===== src/design/lvm_pkg.sv =====
// ----------------------------------------------------------------------------
// LED level meter package
// Shared widths, geometry constants, codes and the per-strip color table.
// ----------------------------------------------------------------------------
`default_nettype none

package lvm_pkg;

   // Display geometry
   localparam int CHANNELS     = 7;
   localparam int STRIP_LENGTH = 18;
   localparam int CENTER       = 9;
   localparam int SAMPLE_BITS  = 12;
   localparam int HALF         = (STRIP_LENGTH > CENTER) ? STRIP_LENGTH - CENTER : 0;

   // Field widths
   localparam int CHANNEL_W   = 3;
   localparam int SAMPLE_W    = 12;
   localparam int STRIP_W     = 4;
   localparam int PIXEL_W     = 5;
   localparam int COLOR_W     = 8;
   localparam int GAIN_W      = 16;
   localparam int CSR_INDEX_W = 1;

   // Internal widths
   localparam int CH_ADDR_W = (CHANNELS > 1) ? $clog2(CHANNELS) : 1;
   localparam int PEAK_W    = SAMPLE_BITS;
   localparam int BAR_W     = (HALF > 1) ? $clog2(HALF + 1) : 1;
   localparam int ENTRY_W   = PEAK_W + BAR_W;
   localparam int FRAC_W    = 16;

   typedef enum logic {
      OP_SAMPLE  = 1'b0,
      OP_REFRESH = 1'b1
   } op_type;

   typedef enum logic [CSR_INDEX_W-1:0] {
      CSR_ATTACK_GAIN  = 1'b0,
      CSR_DECAY_WEIGHT = 1'b1
   } csr_index_type;

   // One entry of the channel state memory
   typedef struct packed {
      logic [PEAK_W-1:0] peak;
      logic [BAR_W-1:0]  bar;
   } entry_type;

   typedef struct packed {
      logic [COLOR_W-1:0] red;
      logic [COLOR_W-1:0] green;
      logic [COLOR_W-1:0] blue;
   } color_type;

   // Strip color; dim gives every component divided by ten (truncated)
   function automatic color_type strip_color(input logic [STRIP_W-1:0] strip,
                                             input logic dim);
      color_type c;
      c = '0;
      if (!dim) begin
         unique case (strip)
            4'd0:    c = '{8'd255, 8'd0,   8'd0};
            4'd1:    c = '{8'd200, 8'd0,   8'd55};
            4'd2:    c = '{8'd145, 8'd0,   8'd110};
            4'd3:    c = '{8'd90,  8'd0,   8'd165};
            4'd4:    c = '{8'd35,  8'd0,   8'd220};
            4'd5:    c = '{8'd0,   8'd0,   8'd255};
            4'd6:    c = '{8'd0,   8'd35,  8'd220};
            4'd7:    c = '{8'd0,   8'd70,  8'd185};
            4'd8:    c = '{8'd0,   8'd105, 8'd150};
            4'd9:    c = '{8'd0,   8'd140, 8'd115};
            4'd10:   c = '{8'd0,   8'd175, 8'd80};
            4'd11:   c = '{8'd0,   8'd210, 8'd45};
            4'd12:   c = '{8'd0,   8'd245, 8'd10};
            4'd13:   c = '{8'd0,   8'd255, 8'd0};
            default: c = '{8'd255, 8'd0,   8'd0};
         endcase
      end else begin
         unique case (strip)
            4'd0:    c = '{8'd25, 8'd0,  8'd0};
            4'd1:    c = '{8'd20, 8'd0,  8'd5};
            4'd2:    c = '{8'd14, 8'd0,  8'd11};
            4'd3:    c = '{8'd9,  8'd0,  8'd16};
            4'd4:    c = '{8'd3,  8'd0,  8'd22};
            4'd5:    c = '{8'd0,  8'd0,  8'd25};
            4'd6:    c = '{8'd0,  8'd3,  8'd22};
            4'd7:    c = '{8'd0,  8'd7,  8'd18};
            4'd8:    c = '{8'd0,  8'd10, 8'd15};
            4'd9:    c = '{8'd0,  8'd14, 8'd11};
            4'd10:   c = '{8'd0,  8'd17, 8'd8};
            4'd11:   c = '{8'd0,  8'd21, 8'd4};
            4'd12:   c = '{8'd0,  8'd24, 8'd1};
            4'd13:   c = '{8'd0,  8'd25, 8'd0};
            default: c = '{8'd25, 8'd0,  8'd0};
         endcase
      end
      return c;
   endfunction

endpackage

`default_nettype wire


===== src/design/lvm_req_if.sv =====
// ----------------------------------------------------------------------------
// LED level meter request channel
// Valid/ready channel carrying sample and refresh items.
// ----------------------------------------------------------------------------
`default_nettype none

interface lvm_req_if
   import lvm_pkg::*;
();
   logic                 valid;
   logic                 ready;
   logic                 operation;
   logic [CHANNEL_W-1:0] channel;
   logic [SAMPLE_W-1:0]  sample;

   modport source (output valid, operation, channel, sample, input ready);
   modport sink   (input valid, operation, channel, sample, output ready);
endinterface

`default_nettype wire


===== src/design/lvm_rsp_if.sv =====
// ----------------------------------------------------------------------------
// LED level meter response channel
// Valid/ready channel carrying pixel writes.
// ----------------------------------------------------------------------------
`default_nettype none

interface lvm_rsp_if
   import lvm_pkg::*;
();
   logic               valid;
   logic               ready;
   logic [STRIP_W-1:0] strip;
   logic [PIXEL_W-1:0] pixel;
   logic [COLOR_W-1:0] red;
   logic [COLOR_W-1:0] green;
   logic [COLOR_W-1:0] blue;
   logic               last;

   modport source (output valid, strip, pixel, red, green, blue, last, input ready);
   modport sink   (input valid, strip, pixel, red, green, blue, last, output ready);
endinterface

`default_nettype wire


===== src/design/lvm_csr_if.sv =====
// ----------------------------------------------------------------------------
// LED level meter configuration channel
// Valid/ready register write channel: register index and write data.
// ----------------------------------------------------------------------------
`default_nettype none

interface lvm_csr_if
   import lvm_pkg::*;
();
   logic                   valid;
   logic                   ready;
   logic [CSR_INDEX_W-1:0] index;
   logic [GAIN_W-1:0]      data;

   modport source (output valid, index, data, input ready);
   modport sink   (input valid, index, data, output ready);
endinterface

`default_nettype wire


===== src/design/lvm_ram.sv =====
// ----------------------------------------------------------------------------
// LED level meter generic RAM
// One write port, one read port, read data registered.
// ----------------------------------------------------------------------------
`default_nettype none

module lvm_ram #(
   parameter int WIDTH = 16,
   parameter int DEPTH = 8
) (
   input  wire logic                                    clock,
   input  wire logic                                    wr_en,
   input  wire logic [((DEPTH > 1) ? $clog2(DEPTH) : 1)-1:0] wr_addr,
   input  wire logic [WIDTH-1:0]                        wr_data,
   input  wire logic [((DEPTH > 1) ? $clog2(DEPTH) : 1)-1:0] rd_addr,
   output logic      [WIDTH-1:0]                        rd_data
);

   logic [WIDTH-1:0] mem [DEPTH];

   always_ff @(posedge clock) begin
      if (wr_en) begin
         mem[wr_addr] <= wr_data;
      end
      rd_data <= mem[rd_addr];
   end

endmodule

`default_nettype wire


===== src/design/led_level_meter_bar_graph.sv =====
// ----------------------------------------------------------------------------
// LED level meter bar graph
// Per-channel peak hold, level smoothing and incremental pixel-write output.
// ----------------------------------------------------------------------------
// The block handles one item at a time; each channel's held peak and bar
// level live in one small state memory with a registered read, so every
// item is a read followed by a write-back. A sample transfer is a read,
// then a compare and write-back of the peak. A refresh is a read, a
// multiply and a sum/clamp/write-back, then one pixel write per cycle
// while the response channel is ready, 2 * 2 * |new - old| writes at most.
// The input is ready again right after the last pixel write is loaded
// into the output register. Reset clears the memory through per-channel
// valid bits, so no clearing pass is needed.
`default_nettype none

module led_level_meter_bar_graph
   import lvm_pkg::*;
(
   input wire logic  clock,
   input wire logic  reset,
   lvm_req_if.sink   req_bus,
   lvm_rsp_if.source rsp_bus,
   lvm_csr_if.sink   csr_bus
);

   typedef enum logic [2:0] {
      ST_IDLE,
      ST_SAMPLE,
      ST_PRODUCT,
      ST_CALC,
      ST_EMIT
   } state_type;

   localparam int PROD_A_W = GAIN_W + PEAK_W;
   localparam int PROD_B_W = GAIN_W + BAR_W;
   localparam int ACC_W    = PROD_A_W + 1;
   localparam int LVL_W    = ACC_W - FRAC_W;
   localparam logic [PEAK_W-1:0] SAMPLE_MID = PEAK_W'(1 << (SAMPLE_BITS - 1));

   state_type state_ff;

   logic [GAIN_W-1:0] attack_gain_ff;
   logic [GAIN_W-1:0] decay_weight_ff;

   logic [CHANNELS-1:0]  valid_ff;
   logic                 rd_valid_ff;
   logic [CHANNEL_W-1:0] ch_ff;
   logic [PEAK_W-1:0]    sample_ff;
   logic [BAR_W-1:0]     old_ff;
   logic [PROD_A_W-1:0]  prod_a_ff;
   logic [PROD_B_W-1:0]  prod_b_ff;

   // Emission walk
   logic             grow_ff;
   logic [BAR_W-1:0] lo_ff;
   logic [BAR_W-1:0] hi_ff;
   logic [BAR_W-1:0] hi_low_ff;
   logic [BAR_W-1:0] k_ff;
   logic             side_ff;
   logic             tap_ff;

   // Output register
   logic               rsp_valid_ff;
   logic [STRIP_W-1:0] strip_ff;
   logic [PIXEL_W-1:0] pixel_ff;
   color_type          color_ff;
   logic               last_ff;

   // Memory ports
   logic                 wr_en;
   logic [CH_ADDR_W-1:0] wr_addr;
   entry_type            wr_entry;
   logic [ENTRY_W-1:0]   rd_data;
   entry_type            rd_entry;

   logic req_xfer;
   logic ch_ok;

   // Sample path
   logic [PEAK_W-1:0] rect;
   logic [PEAK_W-1:0] new_peak;

   // Refresh path
   logic [ACC_W-1:0]  acc;
   logic [LVL_W-1:0]  lvl;
   logic [BAR_W-1:0]  now_lvl;
   logic [BAR_W-1:0]  lo_in;
   logic [BAR_W-1:0]  hi_in;
   logic [BAR_W-1:0]  hi_low_in;

   // Emission step
   logic               emit;
   logic               side0_end;
   logic               lower_any;
   logic               final_write;
   logic [PIXEL_W-1:0] pixel_in;
   logic [STRIP_W-1:0] strip_in;
   color_type          color_in;

   // Handshakes
   assign req_bus.ready = (state_ff == ST_IDLE);
   assign req_xfer      = req_bus.valid && req_bus.ready;
   assign ch_ok         = (int'(req_bus.channel) < CHANNELS);
   assign csr_bus.ready = 1'b1;

   assign rsp_bus.valid = rsp_valid_ff;
   assign rsp_bus.strip = strip_ff;
   assign rsp_bus.pixel = pixel_ff;
   assign rsp_bus.red   = color_ff.red;
   assign rsp_bus.green = color_ff.green;
   assign rsp_bus.blue  = color_ff.blue;
   assign rsp_bus.last  = last_ff;

   // Channel state memory; entries never written read as zero
   lvm_ram #(
      .WIDTH (ENTRY_W),
      .DEPTH (CHANNELS)
   ) u_state_ram (
      .clock   (clock),
      .wr_en   (wr_en),
      .wr_addr (wr_addr),
      .wr_data (wr_entry),
      .rd_addr (req_bus.channel[CH_ADDR_W-1:0]),
      .rd_data (rd_data)
   );

   assign rd_entry = rd_valid_ff ? entry_type'(rd_data) : '0;

   // Rectify around mid-scale and raise the peak
   always_comb begin
      rect     = (sample_ff >= SAMPLE_MID) ? sample_ff - SAMPLE_MID
                                           : SAMPLE_MID - sample_ff;
      new_peak = (rect > rd_entry.peak) ? rect : rd_entry.peak;
   end

   // Smoothed level, clamped to the half strip
   always_comb begin
      acc = ACC_W'(prod_a_ff) + ACC_W'(prod_b_ff);
      lvl = acc[ACC_W-1:FRAC_W];
      if (int'(lvl) > HALF) begin
         now_lvl = BAR_W'(HALF);
      end else begin
         now_lvl = lvl[BAR_W-1:0];
      end
      lo_in = (now_lvl > old_ff) ? old_ff : now_lvl;
      hi_in = (now_lvl > old_ff) ? now_lvl : old_ff;
      if (int'(hi_in) > CENTER) begin
         hi_low_in = BAR_W'(CENTER);
      end else begin
         hi_low_in = hi_in;
      end
   end

   // Memory write-back
   always_comb begin
      wr_en    = 1'b0;
      wr_addr  = ch_ff[CH_ADDR_W-1:0];
      wr_entry = '0;
      unique case (state_ff)
         ST_SAMPLE: begin
            wr_en    = 1'b1;
            wr_entry = '{peak: new_peak, bar: rd_entry.bar};
         end
         ST_CALC: begin
            wr_en    = 1'b1;
            wr_entry = '{peak: '0, bar: now_lvl};
         end
         default: begin
            wr_en = 1'b0;
         end
      endcase
   end

   // Next pixel write of the walk
   always_comb begin
      emit        = (state_ff == ST_EMIT) && (!rsp_valid_ff || rsp_bus.ready);
      side0_end   = !side_ff && (k_ff == hi_ff - BAR_W'(1));
      lower_any   = (lo_ff < hi_low_ff);
      final_write = tap_ff && (side_ff ? (k_ff == hi_low_ff - BAR_W'(1))
                                       : (side0_end && !lower_any));
      if (!side_ff) begin
         pixel_in = PIXEL_W'(CENTER) + PIXEL_W'(k_ff);
      end else begin
         pixel_in = PIXEL_W'(CENTER - 1) - PIXEL_W'(k_ff);
      end
      strip_in = STRIP_W'({ch_ff, tap_ff});
      if (grow_ff) begin
         color_in = strip_color(strip_in, int'(pixel_in) < CENTER);
      end else begin
         color_in = '0;
      end
   end

   // Sequencer, state and output registers
   always_ff @(posedge clock) begin
      if (reset) begin
         state_ff        <= ST_IDLE;
         attack_gain_ff  <= GAIN_W'(204);
         decay_weight_ff <= GAIN_W'(20316);
         valid_ff        <= '0;
         rsp_valid_ff    <= 1'b0;
      end else begin
         // Register writes
         if (csr_bus.valid && csr_bus.ready) begin
            unique case (csr_index_type'(csr_bus.index))
               CSR_ATTACK_GAIN:  attack_gain_ff  <= csr_bus.data;
               CSR_DECAY_WEIGHT: decay_weight_ff <= csr_bus.data;
               default:          attack_gain_ff  <= attack_gain_ff;
            endcase
         end

         if (wr_en) begin
            valid_ff[wr_addr] <= 1'b1;
         end

         // Output valid: loaded by the walk, dropped after a transfer
         if (emit) begin
            rsp_valid_ff <= 1'b1;
         end else if (rsp_valid_ff && rsp_bus.ready) begin
            rsp_valid_ff <= 1'b0;
         end

         unique case (state_ff)
            ST_IDLE: begin
               if (req_xfer && ch_ok) begin
                  ch_ff       <= req_bus.channel;
                  sample_ff   <= req_bus.sample[PEAK_W-1:0];
                  rd_valid_ff <= valid_ff[req_bus.channel[CH_ADDR_W-1:0]];
                  state_ff    <= (req_bus.operation == OP_REFRESH) ? ST_PRODUCT
                                                                   : ST_SAMPLE;
               end
            end
            ST_SAMPLE: begin
               state_ff <= ST_IDLE;
            end
            ST_PRODUCT: begin
               prod_a_ff <= PROD_A_W'(attack_gain_ff * rd_entry.peak);
               prod_b_ff <= PROD_B_W'(decay_weight_ff * rd_entry.bar);
               old_ff    <= rd_entry.bar;
               state_ff  <= ST_CALC;
            end
            ST_CALC: begin
               grow_ff   <= (now_lvl > old_ff);
               lo_ff     <= lo_in;
               hi_ff     <= hi_in;
               hi_low_ff <= hi_low_in;
               k_ff      <= lo_in;
               side_ff   <= 1'b0;
               tap_ff    <= 1'b0;
               state_ff  <= (now_lvl == old_ff) ? ST_IDLE : ST_EMIT;
            end
            ST_EMIT: begin
               if (emit) begin
                  strip_ff     <= strip_in;
                  pixel_ff     <= pixel_in;
                  color_ff     <= color_in;
                  last_ff      <= final_write;
                  if (!tap_ff) begin
                     tap_ff <= 1'b1;
                  end else begin
                     tap_ff <= 1'b0;
                     if (side0_end) begin
                        side_ff <= 1'b1;
                        k_ff    <= lo_ff;
                     end else begin
                        k_ff <= k_ff + BAR_W'(1);
                     end
                  end
                  if (final_write) begin
                     state_ff <= ST_IDLE;
                  end
               end
            end
            default: begin
               state_ff <= ST_IDLE;
            end
         endcase
      end
   end

endmodule

`default_nettype wire

===== src/flat_wrapper.sv =====
// flat-port wrapper written by rule: the top's interface ports become plain ports
module led_level_meter_bar_graph_flat import lvm_pkg::*;
  (clock, reset, req_bus_valid, req_bus_operation, req_bus_channel, req_bus_sample, req_bus_ready, rsp_bus_valid, rsp_bus_strip, rsp_bus_pixel, rsp_bus_red, rsp_bus_green, rsp_bus_blue, rsp_bus_last, rsp_bus_ready, csr_bus_valid, csr_bus_index, csr_bus_data, csr_bus_ready);
  lvm_req_if req_bus_i ();
  lvm_rsp_if rsp_bus_i ();
  lvm_csr_if csr_bus_i ();
  input wire logic clock;
  input wire logic reset;
  input wire logic [$bits(req_bus_i.valid)-1:0] req_bus_valid;
  input wire logic [$bits(req_bus_i.operation)-1:0] req_bus_operation;
  input wire logic [$bits(req_bus_i.channel)-1:0] req_bus_channel;
  input wire logic [$bits(req_bus_i.sample)-1:0] req_bus_sample;
  output wire logic [$bits(req_bus_i.ready)-1:0] req_bus_ready;
  output wire logic [$bits(rsp_bus_i.valid)-1:0] rsp_bus_valid;
  output wire logic [$bits(rsp_bus_i.strip)-1:0] rsp_bus_strip;
  output wire logic [$bits(rsp_bus_i.pixel)-1:0] rsp_bus_pixel;
  output wire logic [$bits(rsp_bus_i.red)-1:0] rsp_bus_red;
  output wire logic [$bits(rsp_bus_i.green)-1:0] rsp_bus_green;
  output wire logic [$bits(rsp_bus_i.blue)-1:0] rsp_bus_blue;
  output wire logic [$bits(rsp_bus_i.last)-1:0] rsp_bus_last;
  input wire logic [$bits(rsp_bus_i.ready)-1:0] rsp_bus_ready;
  input wire logic [$bits(csr_bus_i.valid)-1:0] csr_bus_valid;
  input wire logic [$bits(csr_bus_i.index)-1:0] csr_bus_index;
  input wire logic [$bits(csr_bus_i.data)-1:0] csr_bus_data;
  output wire logic [$bits(csr_bus_i.ready)-1:0] csr_bus_ready;
  assign req_bus_i.valid = req_bus_valid;
  assign req_bus_i.operation = req_bus_operation;
  assign req_bus_i.channel = req_bus_channel;
  assign req_bus_i.sample = req_bus_sample;
  assign req_bus_ready = req_bus_i.ready;
  assign rsp_bus_valid = rsp_bus_i.valid;
  assign rsp_bus_strip = rsp_bus_i.strip;
  assign rsp_bus_pixel = rsp_bus_i.pixel;
  assign rsp_bus_red = rsp_bus_i.red;
  assign rsp_bus_green = rsp_bus_i.green;
  assign rsp_bus_blue = rsp_bus_i.blue;
  assign rsp_bus_last = rsp_bus_i.last;
  assign rsp_bus_i.ready = rsp_bus_ready;
  assign csr_bus_i.valid = csr_bus_valid;
  assign csr_bus_i.index = csr_bus_index;
  assign csr_bus_i.data = csr_bus_data;
  assign csr_bus_ready = csr_bus_i.ready;
  led_level_meter_bar_graph u_core (.clock(clock), .reset(reset), .req_bus(req_bus_i), .rsp_bus(rsp_bus_i), .csr_bus(csr_bus_i));
endmodule

===== config.mk =====
export PLATFORM = sky130hd
export DESIGN_NAME = led_level_meter_bar_graph_flat
export DESIGN_NICKNAME = d
export VERILOG_FILES = /design/src/design/lvm_pkg.sv /design/src/design/lvm_req_if.sv /design/src/design/lvm_rsp_if.sv /design/src/design/lvm_csr_if.sv /design/src/design/lvm_ram.sv /design/src/design/led_level_meter_bar_graph.sv /design/src/flat_wrapper.sv
export SDC_FILE = /design/constraint.sdc
export NUM_CORES = 1
export LEC_CHECK = 0
export BUFFER_PORTS_ARGS = -buffer_cell sky130_fd_sc_hd__buf_2
export CORE_MARGIN = 2
export CORE_UTILIZATION = 52
export CTS_CLUSTER_SIZE = 12
export DETAILED_ROUTE_END_ITERATION = 8
export GPL_ROUTABILITY_DRIVEN = 0
export GPL_TIMING_DRIVEN = 0
export HOLD_SLACK_MARGIN = 0.15
export PLACE_DENSITY = 0.69
export SLEW_MARGIN = 0
export SYNTH_ARGS = -nofsm -noshare
export SYNTH_HDL_FRONTEND = slang
export SYNTH_SLANG_ARGS = --single-unit

===== constraint.sdc =====
create_clock -name clock -period 6.45 [get_ports clock]
set_input_delay 1.29 -clock clock [delete_from_list [all_inputs] [get_ports clock]]
set_output_delay 1.29 -clock clock [all_outputs]
set_load 0.005 [all_outputs]

# Yosys cells after proc, flatten, opt, wreduce, memory -nomap -nowiden

Memory sizes are Yosys's and may differ from the RTL's. A register that Yosys moved wholly into a read port is not among the register bits.
Index checks and enable logic that the tools add are counted.

Add/sub/neg operators: 8
Multiply operators: 2
Order comparisons: 11
Equal/unequal tests: 12
Multiplexer cells: 36
Bitwise gates (word level): 3
Reductions and logical operators: 26

Operators by type and width:

| kind                   | count |
|---|---|
| $pmux 16 s2            | 1 |
| $add 28x20->29         | 1 |
| $mul 16x12->28         | 1 |
| $mux 12                | 2 |
| $mux 24                | 1 |
| $mux 4                 | 6 |
| $mul 16x4->20          | 1 |
| $mux 16                | 1 |
| $gt 13x4->1 const B    | 1 |
| $mux 1                 | 13 |
| $eq 4x4->1             | 3 |
| $ge 12x12->1 const B   | 1 |
| $gt 12x12->1           | 1 |
| $mux 3                 | 4 |
| $pmux 3 s4             | 1 |
| $reduce_and 3->1       | 4 |
| $sub 12x12->12 const A | 1 |
| $sub 12x12->12 const B | 1 |
| $logic_and 1x1->1      | 8 |
| $lt 3x4->1 const B     | 2 |
| $ne 2x1->1 const B     | 4 |
| $pmux 4 s2             | 1 |
| $reduce_and 2->1       | 4 |
| $sub 4x1->4 const B    | 2 |
| 27 further kinds       | 33 |

Register bits after elaboration: 164
Memory bits (writable): 112
Bits in read-only memories: 624
Input port bits: 38
Output and inout bits: 37
Word-level logic and storage cells: 125
Memories kept: 3

Memories:

| memory                 | words | width | read ports | clocked after memory_dff | wr ports | RTL line      | RTL |
|---|---|---|---|---|---|---|---|
| (no name shown)        | 16    | 24    | 1          | 0                        | 0        | lvm_pkg.sv:60 | `unique case (strip)` |
| (no name shown)        | 16    | 15    | 1          | 0                        | 0        | lvm_pkg.sv:78 | `unique case (strip)` |
| u_core.u_state_ram.mem | 7     | 16    | 1          | 1                        | 1        | lvm_ram.sv:19 | `logic [WIDTH-1:0] mem [DEPTH];` |

# Depth between registers and ports, before layout

Depth after elaboration: 9
Mapped depth: 24

# Hierarchy

From an unflattened synthesis, not the netlist that was laid out.

Cells, all modules: 1995
Area total of the unflattened synthesis: 21070.2 um^2

By module, submodules not included:

| module                    | times used | cells each | area each (um^2) | sequential area each (um^2) |
|---|---|---|---|---|
| led_level_meter_bar_graph | 1          | 1742       | 16179.3          | 4494.3 |
| lvm_ram                   | 1          | 253        | 4890.9           | 3683.5 |

# Worst setup path after synthesis

Ideal clock, no wire load.

Kind: register -> register
From: register u_core.rd_valid_ff
To: register u_core.prod_a_ff[26], data pin
Data arrival time: 5.402 ns
Data required time: 6.188 ns
Path slack: 0.786 ns
Cell stages (with the launch flop): 24
Buffers on the path: 2
Cells stage by stage: edfxtp_1 > clkbuf_1 > and2_1 > clkbuf_1 > nand2_1 > fa_1 > fa_1 > inv_1 > fa_1 > inv_1 > fa_1 > inv_1 > fa_1 > ha_1 > inv_1 > a211oi_1 > o21ai_0 > nand3_1 > nand3_1 > a31oi_1 > nand4_1 > and4b_1 > a21oi_1 > xor2_1

Longest elaborated chain between the ends: 2

Ends and longest elaborated chain:

| item                   | RTL line                         | RTL |
|---|---|---|
| start, declared        | led_level_meter_bar_graph.sv:46  | `logic rd_valid_ff;` |
| start signal, assigned | led_level_meter_bar_graph.sv:228 | `rd_valid_ff <= valid_ff[req_bus.channel[CH_ADDR_W-1:0]];` |
| $mux 16                | led_level_meter_bar_graph.sv:127 | `assign rd_entry = rd_valid_ff ? entry_type'(rd_data) : '0;` |
| $mul 16x12->28         | led_level_meter_bar_graph.sv:237 | `prod_a_ff <= PROD_A_W'(attack_gain_ff * rd_entry.peak);` |
| end signal, assigned   | led_level_meter_bar_graph.sv:237 |  |
| end, declared          | led_level_meter_bar_graph.sv:50  | `logic [PROD_A_W-1:0] prod_a_ff;` |

No other way between the ends.
A chain may end at the register's enable or synchronous reset.

# Final worst setup path

From: register u_core.rd_valid_ff
To: register u_core.prod_a_ff[23], data pin

Same word-level chain as after synthesis.

==> flow_summary_export.csv <==
group,metric,value,unit
global_route,grt_max_degree,36,
route,post_drt_wl_per_cell,19.2,um
logic_synthesis,synth_cell_type_count,72,
power_and_ir_drop,p_sw,1.55,mW
clocking,numCtsBuffers,31,
sta,period_needed,6260,ps
logic_synthesis,synth_ff_type,"edfxtp_1",
floorplan,rows,73,
route,vias,14700,
finish,multiInputGateArea,0.0113,sq mm
worst_setup_path,crit_chain,"buf_12 -> and2_1 -> clkbuf_4 -> nand2_1 -> fa_1 -> inv_1 -> fa_1 -> inv_1 -> fa_1 -> fa_1 -> inv_1 -> fa_1 -> ha_1 -> inv_1 -> o21ai_0 -> a41oi_2 -> a211oi_1 -> o21ai_1 -> o21ai_1 -> o21ai_0 -> xnor2_1",
worst_setup_path,critical_path.endpoint,"u_core.prod_a_ff[23]",
placed_design,dp_hpwl,39000,um
sta,finalSetupViolations,0,
logic_synthesis,syn_inst,1959,
sta,worstMarginPinSlew,1140,ps
finish,n_fill_cell,3368,
clocking,ctsHoldBuffers,0,
clocking,cts_max_level,1,
finish,num_antenna_cells,0,
sta,max_freq,160,MHz
sta,fin_crit_sh,97.0,%
clocking,clock_latency,600,ps
route,drc,0,
clocking,cts_tree,"yes",
route,routed_wl,50300,um
finish,regArea,0.00818,sq mm
floorplan,die_x,203,um
finish,final_cell_mix,"nand2_1, edfxtp_1, inv_1",
finish,area_delta_synth_final,11.1,%
clocking,cts_sinks,292,
worst_setup_path,end_kind,"flip-flop",
logic_synthesis,yosysWarnings,0,
power_and_ir_drop,p_sw_share,30.2,%
floorplan,pin_count,75,
power_and_ir_drop,power_leakage,10.1,nW
worst_setup_path,crit_arrival,6600,ps
logic_synthesis,synth_area_leaders,"edfxtp_1, fa_1, ha_1",
power_and_ir_drop,ir_drop,0.236,mV
worst_setup_path,path_class,"reg -> reg",
worst_setup_path,crit_top_cell,"fa_1",
logic_synthesis,async_reset_ff_share,0,%
placed_design,port_buffers,72,
sta,maxSlewViolCount,0,
min_path,min-delay-path-class,"reg -> reg",
logic_synthesis,post_synth.cell_area_avg,10.6,sq um
clocking,clkTransAtPathRegs,60,ps
floorplan,die_y,203,um
power_and_ir_drop,combPwrFrac,23.7,%
floorplan,die_area,0.0414,sq mm
sta,setup_ws,192,ps
finish,final_common_cell,"nand2_1",
worst_setup_path,crit_fanout,10,
global_route,antenna_found_initial,0,
power_and_ir_drop,clkPwrFrac,33.6,%
logic_synthesis,synth-seq-cells,292,
worst_setup_path,rr_endpoint,"u_core.prod_a_ff[23]",
power_and_ir_drop,finalPower,5.13,mW
finish,instances_no_fill,2627,
worst_setup_path,cp.required,6800,ps
power_and_ir_drop,power_density,223,mW/mm^2
global_route,grt_pass1_wl,80000,um
sta,rsz0062_at_grt,"no",
route,drt_iter0_markers,1177,
power_and_ir_drop,internal_power,3.58,mW
route,vias_per_cell,5.61,
placed_design,post-place-cells,2571,
clocking,cts_root_buffer,"clkbuf_16",
route,ant_nets,0,
worst_setup_path,regToRegStartpoint,"u_core.rd_valid_ff",
route,firstDrtPassIters,6,
worst_setup_path,critPathLaunchType,"flip-flop",
worst_setup_path,rrSetupSlack,190,ps
floorplan,coreArea,0.0395,sq mm
flow_run,maxCapViolations,0,
clocking,clk_path_buf_depth,3,
finish,layout.nets,2422,
floorplan,floorplan.initialDensity,52.4,%
finish,post_route_cells_drive_above_1_share,10.4,%
global_route,track_usage,25.0,%
sta,hold_violations,0,
worst_setup_path,worst-r2r-cell-count,21,
logic_synthesis,synth-edff-count,233,
outcome,status,"finished clean",
worst_setup_path,setup.worst_path.start,"u_core.rd_valid_ff",
logic_synthesis,synth_area,0.0207,sq mm
sta,max_slew_margin,23.7,%
logic_synthesis,synth.top_cell.area_share,33.8,%
placed_design,preCtsSetupSlack,-388,ps
finish,post-route-util,58.2,%
logic_synthesis,syn-num-nets,2304,
sta,holdWs,478,ps
worst_setup_path,cpPeakStageDelay,550,ps
sta,finalClockSkew,28.3,ps
global_route,first_global_vias,15000,
worst_setup_path,slowest_stage,"fa_1",
logic_synthesis,synth_top_cell_by_area,"edfxtp_1",
logic_synthesis,ys_seq_area_share,39.6,%
power_and_ir_drop,pwr-share-seq,42.7,%
global_route,overflow,0,
## cell type report
class                      count  area share (%)
clock buffer                  51            4.02
sequential                   292            35.6
timing repair buffer          88            2.43
clock inverter                 7           0.240
multi-input combinational   1333            49.2
buffer                        95            1.74
inverter                     236            3.87
tap                          525            2.86
## flip-flops by register name, summed over array words and instances, names as in the netlist, 5 cells and up
signal	flops
u_core.attack_gain_ff	16
u_core.decay_weight_ff	16
u_core.prod_a_ff	28
u_core.prod_b_ff	20
u_core.rsp_bus.blue	8
u_core.rsp_bus.green	8
u_core.rsp_bus.pixel	5
u_core.rsp_bus.red	8
u_core.sample_ff	12
u_core.u_state_ram.mem	112
u_core.u_state_ram.rd_data	16
u_core.valid_ff	7
## what timing repair did
item	in CTS	in global routing
endpoints found under the setup margin	9	7
gates resized for setup	9	27
setup buffers	1	0
## critical path: cells and delay by family, from the launching register on
family,cells,cell delay [ps]
adders and majority gates,6,2890
AOI/OAI and AO/OA,6,1330
buffers and inverters,6,630
and+or+nand+nor,2,390
xor gates and xnor gates,1,390
DFF,1,380
## kinds of logic after synthesis
kind of cell	share of synthesized area [%]
other	0.0181
adders and majority gates	24.7
buffers and inverters	6.17
AOI/OAI and AO/OA	7.42
DFF	39.6
muxes	4.94
and+or+nand+nor	14.3
xor gates and xnor gates	2.84
## cell usage after synthesis, types with 6 or more instances
| cell type | instances |
|---|---|
| a211oi_1 | 15 |
| xnor2_1 | 46 |
| edfxtp_1 | 233 |
| mux2i_1 | 35 |
| dfxtp_1 | 59 |
| o21bai_1 | 6 |
| mux4_2 | 19 |
| o21a_1 | 8 |
| nor3_1 | 21 |
| and2_1 | 17 |
| a21o_1 | 24 |
| xor2_1 | 21 |
| nand4_1 | 12 |
| a21oi_1 | 94 |
| nand3b_1 | 15 |
| nor2_1 | 107 |
| nand2b_1 | 19 |
| clkbuf_1 | 92 |
| fa_1 | 168 |
| or3_1 | 9 |
| nor2b_1 | 12 |
| nand3_1 | 17 |
| nand2_1 | 289 |
| mux2_2 | 19 |
| inv_1 | 232 |
| o21ai_0 | 56 |
| and3_1 | 96 |
| ha_1 | 139 |
## worst min path at each step
stage | start | to | slack, ps | depth (start not counted)
6_report | u_core.valid_ff[6] | u_core.valid_ff[6] | 480 | 2
3_5_place_dp | u_core.valid_ff[5] | u_core.valid_ff[5] | 470 | 2
5_1_grt | u_core.valid_ff[2] | u_core.valid_ff[2] | 510 | 2
2_1_floorplan | u_core.valid_ff[4] | u_core.valid_ff[4] | 430 | 2
3_3_place_gp | u_core.valid_ff[1] | u_core.valid_ff[1] | 450 | 2
4_1_cts | u_core.valid_ff[6] | u_core.valid_ff[6] | 480 | 2
## power groups by stage
stage	combinational, mW	clock (mW)	sequential, mW
after floorplan	0.869	0	2.20
after global placement	1.14	0	2.23
after detailed placement	1.19	0	2.23
after CTS	1.20	1.75	2.19
after global routing	1.36	1.82	2.19
final	1.22	1.72	2.19
## through the flow
| stage | cell area [sq um] | setup TNS [ps] |
|---|---|---|
| floorplan | 20700 | 0 |
| global placement | 21700 | -1870 |
| detailed placement | 21900 | -1870 |
| CTS | 22900 | 0 |
| global route | 23000 | 0 |
| finish | 23000 | 0 |
## layer usage
| layer | global-route usage [%] | wire (um) | vias to the layer above |
|---|---|---|---|
| li1 | - | - | 6851 |
| met1 | 33.7 | 21400 | 7255 |
| met2 | 41.9 | 24100 | 525 |
| met3 | 3.32 | 3060 | 118 |
| met4 | 8.50 | 1770 | 0 |
| met5 | 0 | 0 | - |
Note: power is estimated with default switching activity, not from simulation.
